$ cat src/rtl/spq_pkg.sv
// ----------------------------------------------------------------------------
// Sorted priority queue package
// Depth, widths, record and control types, status and action codes.
// ----------------------------------------------------------------------------
package spq_pkg;

    localparam int DEPTH   = 16;
    localparam int CNT_W   = $clog2(DEPTH + 1);
    localparam int COUNT_W = 5;
    localparam int KEY_W   = 16;
    localparam int PLACE_W = 8;
    localparam int KIND_W  = 8;
    localparam int EXP_W   = 16;

    localparam logic ACT_ENQ = 1'b0;
    localparam logic ACT_DEQ = 1'b1;

    typedef enum logic [1:0] {
        ST_OK    = 2'd0,
        ST_FULL  = 2'd1,
        ST_EMPTY = 2'd2
    } t_status;

    typedef struct packed {
        logic [KEY_W-1:0]   key;
        logic [PLACE_W-1:0] pickup;
        logic [PLACE_W-1:0] dropoff;
        logic [KIND_W-1:0]  kind;
        logic [EXP_W-1:0]   expiry;
    } t_rec;

    typedef struct packed {
        logic enq;
        logic deq;
        t_rec rec;
    } t_cell_ctl;

endpackage

$ cat src/rtl/spq_req_if.sv
// ----------------------------------------------------------------------------
// Request channel
// Valid/ready channel carrying one enqueue or dequeue request word.
// ----------------------------------------------------------------------------
interface spq_req_if
    import spq_pkg::*;
();
    logic               valid;
    logic               ready;
    logic               action;
    logic [KEY_W-1:0]   key_time;
    logic [PLACE_W-1:0] pickup_place;
    logic [PLACE_W-1:0] dropoff_place;
    logic [KIND_W-1:0]  item_kind;
    logic [EXP_W-1:0]   expiry_left;

    modport source (
        output valid, action, key_time, pickup_place, dropoff_place, item_kind,
               expiry_left,
        input  ready
    );

    modport sink (
        input  valid, action, key_time, pickup_place, dropoff_place, item_kind,
               expiry_left,
        output ready
    );
endinterface

$ cat src/rtl/spq_rsp_if.sv
// ----------------------------------------------------------------------------
// Response channel
// Valid/ready channel carrying one result word per request.
// ----------------------------------------------------------------------------
interface spq_rsp_if
    import spq_pkg::*;
();
    logic               valid;
    logic               ready;
    logic [1:0]         status;
    logic               out_valid;
    logic [KEY_W-1:0]   out_key_time;
    logic [PLACE_W-1:0] out_pickup;
    logic [PLACE_W-1:0] out_dropoff;
    logic [KIND_W-1:0]  out_item_kind;
    logic [EXP_W-1:0]   out_expiry;
    logic [COUNT_W-1:0] count;
    logic               is_empty;
    logic               is_full;

    modport source (
        output valid, status, out_valid, out_key_time, out_pickup, out_dropoff,
               out_item_kind, out_expiry, count, is_empty, is_full,
        input  ready
    );

    modport sink (
        input  valid, status, out_valid, out_key_time, out_pickup, out_dropoff,
               out_item_kind, out_expiry, count, is_empty, is_full,
        output ready
    );
endinterface

$ cat src/rtl/spq_cell.sv
// ----------------------------------------------------------------------------
// Queue cell
// Holds one record; compares the incoming key and takes the new record,
// its left neighbor or its right neighbor.
// ----------------------------------------------------------------------------
module spq_cell
    import spq_pkg::*;
(
    input  logic      i_clk,
    input  t_cell_ctl i_ctl,
    input  logic      i_occupied,
    input  logic      i_left_ins,
    input  t_rec      i_left_rec,
    input  t_rec      i_right_rec,
    output logic      o_ins,
    output t_rec      o_rec
);

    t_rec r_rec;
    t_rec n_rec;

    assign o_ins = !i_occupied || (i_ctl.rec.key < r_rec.key);
    assign o_rec = r_rec;

    always_comb begin
        priority if (i_ctl.enq && o_ins) begin
            n_rec = i_left_ins ? i_left_rec : i_ctl.rec;
        end else if (i_ctl.deq) begin
            n_rec = i_right_rec;
        end else begin
            n_rec = r_rec;
        end
    end

    always_ff @(posedge i_clk) begin
        r_rec <= n_rec;
    end

endmodule

$ cat src/rtl/sorted_priority_queue.sv
// ----------------------------------------------------------------------------
// Sorted priority queue
// Row of compare-and-shift cells kept in ascending key order; equal keys
// leave in arrival order. Full enqueues and empty dequeues are flagged.
// ----------------------------------------------------------------------------
//  channel | dir | handshake    | word
//  i_req   | in  | valid/ready  | action, key, pickup, dropoff, kind, expiry
//  o_rsp   | out | valid/ready  | status, dequeued record, count, flags
//
//  One request per cycle; its response is registered and shows the cycle
//  after acceptance. The cell row is updated on the accepting edge.
//  Reset clears the count and the response valid; cells
//  are not cleared and no clearing pass runs.
//  i_req.ready drops only while a response waits on a stalled o_rsp.
// ----------------------------------------------------------------------------
module sorted_priority_queue
    import spq_pkg::*;
(
    input  logic  i_clk,
    input  logic  i_rst_n,
    spq_req_if.sink   i_req,
    spq_rsp_if.source o_rsp
);

    logic [CNT_W-1:0] r_count;
    logic [CNT_W-1:0] n_count;
    logic             r_rsp_valid;
    t_status          r_status;
    logic             r_out_valid;
    t_rec             r_out_rec;
    logic [CNT_W-1:0] r_rsp_count;

    logic      w_accept;
    logic      w_full;
    logic      w_empty;
    logic      w_do_enq;
    logic      w_do_deq;
    t_status   w_status;
    t_cell_ctl w_ctl;
    t_rec      w_new_rec;

    logic [DEPTH-1:0] w_ins;
    logic [DEPTH-1:0] w_occ;
    t_rec             w_rec [DEPTH];

    assign i_req.ready = !r_rsp_valid || o_rsp.ready;
    assign w_accept    = i_req.valid && i_req.ready;
    assign w_full      = (r_count == CNT_W'(DEPTH));
    assign w_empty     = (r_count == '0);
    assign w_do_enq    = w_accept && (i_req.action == ACT_ENQ) && !w_full;
    assign w_do_deq    = w_accept && (i_req.action == ACT_DEQ) && !w_empty;

    assign w_new_rec.key     = i_req.key_time;
    assign w_new_rec.pickup  = i_req.pickup_place;
    assign w_new_rec.dropoff = i_req.dropoff_place;
    assign w_new_rec.kind    = i_req.item_kind;
    assign w_new_rec.expiry  = i_req.expiry_left;

    assign w_ctl.enq = w_do_enq;
    assign w_ctl.deq = w_do_deq;
    assign w_ctl.rec = w_new_rec;

    always_comb begin
        priority if (w_do_enq) begin
            n_count = r_count + CNT_W'(1);
        end else if (w_do_deq) begin
            n_count = r_count - CNT_W'(1);
        end else begin
            n_count = r_count;
        end
    end

    always_comb begin
        priority if (i_req.action == ACT_ENQ && w_full) begin
            w_status = ST_FULL;
        end else if (i_req.action == ACT_DEQ && w_empty) begin
            w_status = ST_EMPTY;
        end else begin
            w_status = ST_OK;
        end
    end

    for (genvar g = 0; g < DEPTH; g++) begin : g_cell
        assign w_occ[g] = (CNT_W'(g) < r_count);

        if (g == 0) begin : g_head
            spq_cell u_cell (
                .i_clk       (i_clk),
                .i_ctl       (w_ctl),
                .i_occupied  (w_occ[g]),
                .i_left_ins  (1'b0),
                .i_left_rec  (w_new_rec),
                .i_right_rec (w_rec[g+1]),
                .o_ins       (w_ins[g]),
                .o_rec       (w_rec[g])
            );
        end else if (g == DEPTH - 1) begin : g_tail
            spq_cell u_cell (
                .i_clk       (i_clk),
                .i_ctl       (w_ctl),
                .i_occupied  (w_occ[g]),
                .i_left_ins  (w_ins[g-1]),
                .i_left_rec  (w_rec[g-1]),
                .i_right_rec (w_rec[g]),
                .o_ins       (w_ins[g]),
                .o_rec       (w_rec[g])
            );
        end else begin : g_mid
            spq_cell u_cell (
                .i_clk       (i_clk),
                .i_ctl       (w_ctl),
                .i_occupied  (w_occ[g]),
                .i_left_ins  (w_ins[g-1]),
                .i_left_rec  (w_rec[g-1]),
                .i_right_rec (w_rec[g+1]),
                .o_ins       (w_ins[g]),
                .o_rec       (w_rec[g])
            );
        end
    end

    always_ff @(posedge i_clk) begin
        if (!i_rst_n) begin
            r_count     <= '0;
            r_rsp_valid <= 1'b0;
        end else begin
            r_count <= n_count;
            if (w_accept) begin
                r_rsp_valid <= 1'b1;
            end else if (o_rsp.ready) begin
                r_rsp_valid <= 1'b0;
            end
        end
    end

    always_ff @(posedge i_clk) begin
        if (w_accept) begin
            r_status    <= w_status;
            r_out_valid <= w_do_deq;
            r_out_rec   <= w_do_deq ? w_rec[0] : '0;
            r_rsp_count <= n_count;
        end
    end

    assign o_rsp.valid         = r_rsp_valid;
    assign o_rsp.status        = r_status;
    assign o_rsp.out_valid     = r_out_valid;
    assign o_rsp.out_key_time  = r_out_rec.key;
    assign o_rsp.out_pickup    = r_out_rec.pickup;
    assign o_rsp.out_dropoff   = r_out_rec.dropoff;
    assign o_rsp.out_item_kind = r_out_rec.kind;
    assign o_rsp.out_expiry    = r_out_rec.expiry;
    assign o_rsp.count         = COUNT_W'(r_rsp_count);
    assign o_rsp.is_empty      = (r_rsp_count == '0);
    assign o_rsp.is_full       = (r_rsp_count == CNT_W'(DEPTH));

    a_count_bound: assert property (@(posedge i_clk) disable iff (!i_rst_n)
        r_count <= CNT_W'(DEPTH))
        else $error("count above depth");

    a_head_sorted: assert property (@(posedge i_clk) disable iff (!i_rst_n)
        (r_count >= CNT_W'(2)) |-> (w_rec[0].key <= w_rec[1].key))
        else $error("head cells out of order");

    a_deq_count: assert property (@(posedge i_clk) disable iff (!i_rst_n)
        (i_rst_n && w_do_deq) |=> (r_count == $past(r_count) - CNT_W'(1)))
        else $error("dequeue did not lower count");

    a_full_hold: assert property (@(posedge i_clk) disable iff (!i_rst_n)
        (i_rst_n && w_accept && i_req.action == ACT_ENQ && w_full)
        |=> (r_count == CNT_W'(DEPTH)))
        else $error("refused enqueue changed count");

endmodule
$ cat src/flat_wrapper.sv
// flat-port wrapper written by rule: the top's interface ports become plain ports
module sorted_priority_queue_flat import spq_pkg::*;
  (i_clk, i_rst_n, i_req_valid, i_req_action, i_req_key_time, i_req_pickup_place, i_req_dropoff_place, i_req_item_kind, i_req_expiry_left, i_req_ready, o_rsp_valid, o_rsp_status, o_rsp_out_valid, o_rsp_out_key_time, o_rsp_out_pickup, o_rsp_out_dropoff, o_rsp_out_item_kind, o_rsp_out_expiry, o_rsp_count, o_rsp_is_empty, o_rsp_is_full, o_rsp_ready);
  spq_req_if i_req_i ();
  spq_rsp_if o_rsp_i ();
  input  logic i_clk;
  input  logic i_rst_n;
  input wire logic [$bits(i_req_i.valid)-1:0] i_req_valid;
  input wire logic [$bits(i_req_i.action)-1:0] i_req_action;
  input wire logic [$bits(i_req_i.key_time)-1:0] i_req_key_time;
  input wire logic [$bits(i_req_i.pickup_place)-1:0] i_req_pickup_place;
  input wire logic [$bits(i_req_i.dropoff_place)-1:0] i_req_dropoff_place;
  input wire logic [$bits(i_req_i.item_kind)-1:0] i_req_item_kind;
  input wire logic [$bits(i_req_i.expiry_left)-1:0] i_req_expiry_left;
  output wire logic [$bits(i_req_i.ready)-1:0] i_req_ready;
  output wire logic [$bits(o_rsp_i.valid)-1:0] o_rsp_valid;
  output wire logic [$bits(o_rsp_i.status)-1:0] o_rsp_status;
  output wire logic [$bits(o_rsp_i.out_valid)-1:0] o_rsp_out_valid;
  output wire logic [$bits(o_rsp_i.out_key_time)-1:0] o_rsp_out_key_time;
  output wire logic [$bits(o_rsp_i.out_pickup)-1:0] o_rsp_out_pickup;
  output wire logic [$bits(o_rsp_i.out_dropoff)-1:0] o_rsp_out_dropoff;
  output wire logic [$bits(o_rsp_i.out_item_kind)-1:0] o_rsp_out_item_kind;
  output wire logic [$bits(o_rsp_i.out_expiry)-1:0] o_rsp_out_expiry;
  output wire logic [$bits(o_rsp_i.count)-1:0] o_rsp_count;
  output wire logic [$bits(o_rsp_i.is_empty)-1:0] o_rsp_is_empty;
  output wire logic [$bits(o_rsp_i.is_full)-1:0] o_rsp_is_full;
  input wire logic [$bits(o_rsp_i.ready)-1:0] o_rsp_ready;
  assign i_req_i.valid = i_req_valid;
  assign i_req_i.action = i_req_action;
  assign i_req_i.key_time = i_req_key_time;
  assign i_req_i.pickup_place = i_req_pickup_place;
  assign i_req_i.dropoff_place = i_req_dropoff_place;
  assign i_req_i.item_kind = i_req_item_kind;
  assign i_req_i.expiry_left = i_req_expiry_left;
  assign i_req_ready = i_req_i.ready;
  assign o_rsp_valid = o_rsp_i.valid;
  assign o_rsp_status = o_rsp_i.status;
  assign o_rsp_out_valid = o_rsp_i.out_valid;
  assign o_rsp_out_key_time = o_rsp_i.out_key_time;
  assign o_rsp_out_pickup = o_rsp_i.out_pickup;
  assign o_rsp_out_dropoff = o_rsp_i.out_dropoff;
  assign o_rsp_out_item_kind = o_rsp_i.out_item_kind;
  assign o_rsp_out_expiry = o_rsp_i.out_expiry;
  assign o_rsp_count = o_rsp_i.count;
  assign o_rsp_is_empty = o_rsp_i.is_empty;
  assign o_rsp_is_full = o_rsp_i.is_full;
  assign o_rsp_i.ready = o_rsp_ready;
  sorted_priority_queue u_core (.i_clk(i_clk), .i_rst_n(i_rst_n), .i_req(i_req_i), .o_rsp(o_rsp_i));
endmodule
$ cat config.mk
export PLATFORM = sky130hd
export DESIGN_NAME = sorted_priority_queue_flat
export DESIGN_NICKNAME = d
export VERILOG_FILES = /design/src/rtl/spq_pkg.sv /design/src/rtl/spq_req_if.sv /design/src/rtl/spq_rsp_if.sv /design/src/rtl/spq_cell.sv /design/src/rtl/sorted_priority_queue.sv /design/src/flat_wrapper.sv
export SDC_FILE = /design/constraint.sdc
export NUM_CORES = 2
export LEC_CHECK = 0
export BUFFER_PORTS_ARGS = -buffer_cell sky130_fd_sc_hd__buf_2
export CAP_MARGIN = 30
export CELL_PAD_IN_SITES_DETAIL_PLACEMENT = 0
export CELL_PAD_IN_SITES_GLOBAL_PLACEMENT = 2
export CORE_UTILIZATION = 40
export DETAILED_ROUTE_END_ITERATION = 10
export GPL_TIMING_DRIVEN = 0
export PLACE_DENSITY = 0.75
export SKIP_CTS_REPAIR_TIMING = 1
export SLEW_MARGIN = 40
export SYNTH_ARGS = -nofsm -noshare
export SYNTH_HDL_FRONTEND = slang
export SYNTH_HIERARCHICAL = 1
export SYNTH_SLANG_ARGS = --single-unit
export TNS_END_PERCENT = 30
$ cat constraint.sdc
create_clock -name i_clk -period 11.7 [get_ports i_clk]
set_clock_uncertainty 0.15 [all_clocks]
set_input_delay 0.585 -clock i_clk [delete_from_list [all_inputs] [get_ports i_clk]]
set_output_delay 0.585 -clock i_clk [all_outputs]
set_load 0.02 [all_outputs]
### Word-level counts from Yosys, hierarchy flattened

Cells that the tools add are included.

| storage, ports and cells | value |
|---|---|
| memories | 0 |
| bits in latches | 0 |
| memory bits (writable) | 0 |
| bits of input ports | 61 |
| word-level logic and storage cells | 254 |
| bits in read-only memories | 0 |
| flip-flop bits (word level) | 966 |

| cells by class | value |
|---|---|
| shifts and indexed selects | 0 |
| muxes and demuxes | 50 |
| multipliers | 0 |
| order comparisons | 32 |
| divide/modulo/power cells | 0 |
| add/subtract/negate cells | 2 |
| equality and inequality tests | 2 |
| reductions and logical operators | 77 |
| bitwise gates (word level) | 1 |

Operators by type and width:

| operator | count |
|---|---|
| 56-bit two-way mux | 45 |
| 16-bit less-than comparator | 16 |
| 4-bit by 5-bit less-than comparator with 1-bit output (first input constant) | 8 |
| 2-bit nonzero test | 16 |
| 1-bit logical AND | 23 |
| 3-bit by 5-bit less-than comparator with 1-bit output (first input constant) | 4 |
| 1-bit zero test | 19 |
| 1-bit logical OR | 17 |
| 5-bit equality test (second input constant) | 2 |
| 5-bit zero test | 2 |
| 1-bit by 5-bit less-than comparator with 1-bit output (first input constant) | 2 |
| 2-bit by 5-bit less-than comparator with 1-bit output (first input constant) | 2 |
| 5-bit two-way mux | 2 |
| 5-bit by 1-bit adder with 5-bit output (second input constant) | 1 |
| 5-bit by 1-bit subtractor with 5-bit output (second input constant) | 1 |
| 1-bit two-way mux | 2 |
| 2-bit two-way mux | 1 |
| 1-bit inverter | 1 |

### Depth between registers and ports, before layout

| depth | value |
|---|---|
| word-level depth | 7 |
| depth in mapped cells | 11 |
| depth with buffers taken out | 9 |

### Cells and area by module

Netlist, hierarchy kept.

By module, submodules not included:

| module | cells each | times used | area each (sq um) |
|---|---|---|---|
| spq_cell at u_core.g_cell[0].g_head.u_cell ... | 240 | 10 | 3554.7 |
| spq_cell at u_core.g_cell[4].g_mid.u_cell ... | 241 | 6 | 3439.5 |
| sorted_priority_queue | 211 | 1 | 2922.8 |

### Least setup slack after synthesis

Ideal clock, no wire load.

| timing | value |
|---|---|
| path kind | register -> register |
| start | register u_core.r_count[1] |
| end | register u_core.g_cell[4].g_mid.u_cell.r_rec, in the netlist u_core/g_cell[4].g_mid.u_cell/o_rec[0] (enable) |
| arrival | 5.433 ns |
| buffers on the path | 3 |
| period minus slack after synthesis | 6.006 ns |
| stages on the path, launching flop included | 12 |
| setup slack | 5.694 ns |
| data required time | 11.127 ns |
| setup time | 0.423 ns |
| path through | dfxtp_1 clkbuf_1 inv_1 ha_1 nor4bb_1 nor4b_2 o211ai_1 nor4_1 a32oi_2 buf_4 buf_6 nand2b_1 |

| between the ends | value |
|---|---|
| word-level cells in the longest chain between the ends | 5 |

RTL lines:

| element | RTL line | source |
|---|---|---|
| start, declared | sorted_priority_queue.sv:25 | `logic [CNT_W-1:0] r_count;` |
| start signal, assigned | sorted_priority_queue.sv:127 | `r_count <= n_count;` |
| 5-bit equality test | sorted_priority_queue.sv:48 | `assign w_full = (r_count == CNT_W'(DEPTH));` |
| 1-bit zero test | sorted_priority_queue.sv:50 | `assign w_do_enq = w_accept && (i_req.action == ACT_ENQ) && !w_full;` |
| 1-bit logical AND | sorted_priority_queue.sv:50 |  |
| via u_core.w_do_enq | sorted_priority_queue.sv:36 | `logic w_do_enq;` |
| 1-bit logical AND | spq_cell.sv:26 | `priority if (i_ctl.enq && o_ins) begin` |
| 2-bit nonzero test (no line) | n/a |  |
| end signal, assigned | spq_cell.sv:36 | `r_rec <= n_rec;` |
| end, declared | spq_cell.sv:19 | `t_rec r_rec;` |

The timed path passes the listed nets, and every way through them passes these cells.
A chain may end at the register's enable or synchronous reset.

### Final worst setup path

| timing | value |
|---|---|
| start | register u_core.r_count[1] |
| end | register u_core.g_cell[15].g_tail.u_cell.r_rec, in the netlist u_core/g_cell[15].g_tail.u_cell/o_rec[21] (enable) |

| between the ends | value |
|---|---|
| word-level cells in the longest chain between the ends | 4 |

RTL lines:

| element | RTL line |
|---|---|
| 5-bit equality test | sorted_priority_queue.sv:48 |
| 1-bit zero test | sorted_priority_queue.sv:50 |
| 1-bit logical AND | sorted_priority_queue.sv:50 |
| via u_core.w_do_enq | sorted_priority_queue.sv:36 |
| 1-bit logical AND | spq_cell.sv:26 |
| end signal, assigned | spq_cell.sv:36 |
| end, declared | spq_cell.sv:19 |

The timed path passes the listed nets, and every way through them passes these cells.

==> flow_summary_export.csv <==
group,metric,value,unit
run_status,status,"completed",
route,route.met3.wl,7.38,mm
layout,final_nets,4637,
worst_setup_path,cpPeakStageDelay,560,ps
timing,rsz0062_at_grt,"false",
placed_design,dp_hpwl,116,mm
power,internal_power,8.93,mW
layout,instances_no_fill,6340,
placed_design,gp_congestion,0.802,
route,wirelength,151,mm
clock_network,cts_buffers,113,
floorplanning,core_area,0.146,sq mm
min_path,hold-path-endpoint,"u_core/o_rsp.valid",
timing,worst_pin_slew,882,ps
global_routing,grt_pass1_vias,35216,
global_routing,grt_pass1_wl,227,mm
placed_design,io_buffer_count,127,
run,cap_violations,0,
worst_setup_path,cp_top_family,"buffers and inverters",
timing,report.final.slew_viol_count,0,
power,p_per_area,190,mW/mm^2
power,combPwrFrac,29.8,%
layout,drive_gt1_share,44.2,%
floorplanning,initial_core_util,40.5,%
power,seqPwrFrac,43.1,%
yosys,postSynthAreaPerCell,14.6,sq um
timing,finalHoldViolations,0,
global_routing,grt-ovfl-total,0,
worst_setup_path,critPathBufInv,9,
timing,final.min_clock_period,5620,ps
clock_network,cts-root-buf,"clkbuf_16",
route,highest_layer,"met5",
yosys,syn-cell-area,0.0591,sq mm
worst_setup_path,cp.required,11940,ps
clock_network,cts_tree,"built",
route,wl_met2,73.3,mm
clock_network,clk_pin_slew_worst_paths,60,ps
timing,max_slew_margin,41.2,%
timing,hold_ws,79.1,ps
worst_setup_path,r2r_end,"u_core/g_cell[15].g_tail.u_cell/o_rec[21]",
power,p_sw,3.67,mW
worst_setup_path,path_class,"reg -> reg",
route,vias_per_cell,5.24,
route,drc_errors,0,
worst_setup_path,start_kind,"register",
worst_setup_path,crit_slowest_cell,"nor4b_1",
timing,fin_ws,6080,ps
power,cellLeakagePower,25.8,nW
min_path,holdCritStartpoint,"i_req_valid",
route,drtIter0Drc,1770,
floorplanning,ios,129,
placed_design,dp.cells,6133,
route,vias,33249,
timing,fmax,178,MHz
clock_network,clk_latency,730,ps
timing,timing.setup.tns,0,ps
global_routing,grt_start_max_net_pins,35,
clock_network,cts.sinks,966,
route,ant_nets,0,
floorplanning,dieHeight,386,microns
layout,area_growth_syn_to_layout,12.4,%
min_path,whs_path_depth,3,
worst_setup_path,cp_max_fo,31,
power,sw_frac_of_total,29.1,%
yosys,syn_inst,4055,
route,wl_met1,67.4,mm
timing,min_period_over_period,48.1,%
worst_setup_path,arrival,5870,ps
global_routing,antenna_found_initial,10,
min_path,min_path_type,"in -> reg",
route,routedWlPerCell,23.9,microns
worst_setup_path,r2r-start,"u_core/r_count[1]",
route,drt_pass1_iterations,5,
clock_network,htreeDepth,3,
timing,finalSetupViolations,0,
worst_setup_path,reg2regPathDepth,15,
clock_network,cts_buffer_depth,3,
floorplanning,die_x,386,microns
power,p_clk_share,27.1,%
floorplanning,num_rows,140,
worst_setup_path,reg2reg_setup_slack,6080,ps
worst_setup_path,setup.worst_path.end_class,"register",
power,vdd_ir_drop_max,0.127,mV
yosys,yosys_warnings,6,
worst_setup_path,crit_path_cell_trace,"clkbuf_1 -> inv_1 -> ha_1 -> nor4bb_1 -> nor4b_4 -> buf_4 -> buf_4 -> buf_6 -> buf_4 -> nor4b_1 -> a32oi_2 -> buf_6 -> buf_6 -> nand2b_4 -> buf_12",
placed_design,dp_slack,6000,ps
floorplanning,die_area,0.149,sq mm
global_routing,gr-usage-all-layers,20.4,%
[worst min-delay path: stages]
cell and delay [ps]:
buf_2 110, inv_1 100, a21boi_0 100
[sequential cells by signal (all words and copies together) (netlist names), 8 cells and up]
register                           count
u_core/o_rsp.out_pickup                8
u_core/g_cell.g_head.u_cell/o_rec     56
u_core/o_rsp.out_key_time             16
u_core/o_rsp.out_expiry               16
u_core/g_cell.g_tail.u_cell/o_rec     56
u_core/o_rsp.out_item_kind             8
u_core/o_rsp.out_dropoff               8
u_core/g_cell.g_mid.u_cell/o_rec     784
[worst max-delay path by stage]
stage / startpoint / to / cells after the start
finish: u_core/r_count[1] / u_core/g_cell[15].g_tail.u_cell/o_rec[21] / 15
detailed placement: u_core/r_count[1] / u_core/g_cell[15].g_tail.u_cell/o_rec[28] / 15
global route: u_core/r_count[1] / u_core/g_cell[15].g_tail.u_cell/o_rec[21] / 15
floorplan: u_core/r_count[1] / u_core/g_cell[4].g_mid.u_cell/o_rec[0] / 11
global placement: u_core/r_count[1] / u_core/g_cell[0].g_head.u_cell/o_rec[21] / 9
CTS: u_core/r_count[1] / u_core/g_cell[15].g_tail.u_cell/o_rec[21] / 15
[through the flow]
stage / utilization, % / instance area [sq um] / power (mW)
finish: 45.5 / 66400 / 12.6
global route: 45.5 / 66400 / 13.3
CTS: 45.4 / 66400 / 12.8
detailed placement: 43.0 / 62900 / 9.27
global placement: 42.5 / 62100 / 9.15
floorplan: - / 59100 / 8.13
[cell usage in the layout (no fill, tap or decap), types with 57 or more instances in the layout]
cell type,n
buf_2,160
mux2_4,290
buf_6,60
nand2_1,98
edfxtp_1,960
mux2_2,1166
mux2_1,336
and2_1,57
clkbuf_16,114
ha_1,244
a21oi_1,71
inv_1,264
clkbuf_1,97
[power groups by stage]
stage	Sequential (mW)	Combinational [mW]	Clock [mW]
3_5_place_dp	5.49	3.79	0
6_report	5.43	3.75	3.42
5_1_grt	5.52	4.10	3.65
4_1_cts	5.42	3.80	3.54
2_1_floorplan	5.33	2.80	0
3_3_place_gp	5.54	3.61	0
[metal layers]
layer / up-vias / GRT usage [%]
li1: 16119 / -
met1: 16383 / 26.8
met2: 565 / 34.8
met3: 178 / 3.39
met4: 4 / 4.83
met5: - / 0
[layout make-up]
cell class	instances	area, sq um
well taps	1917	2400
clock inverters	61	500
flip-flops and latches	966	28900
clock buffers	144	3010
multi-input cells	2623	28000
inverters	264	991
repair buffers	161	1220
diodes	1	2.50
fillers	13227	79700
plain buffers	203	1310
Note: power is estimated with default switching activity, not from simulation.
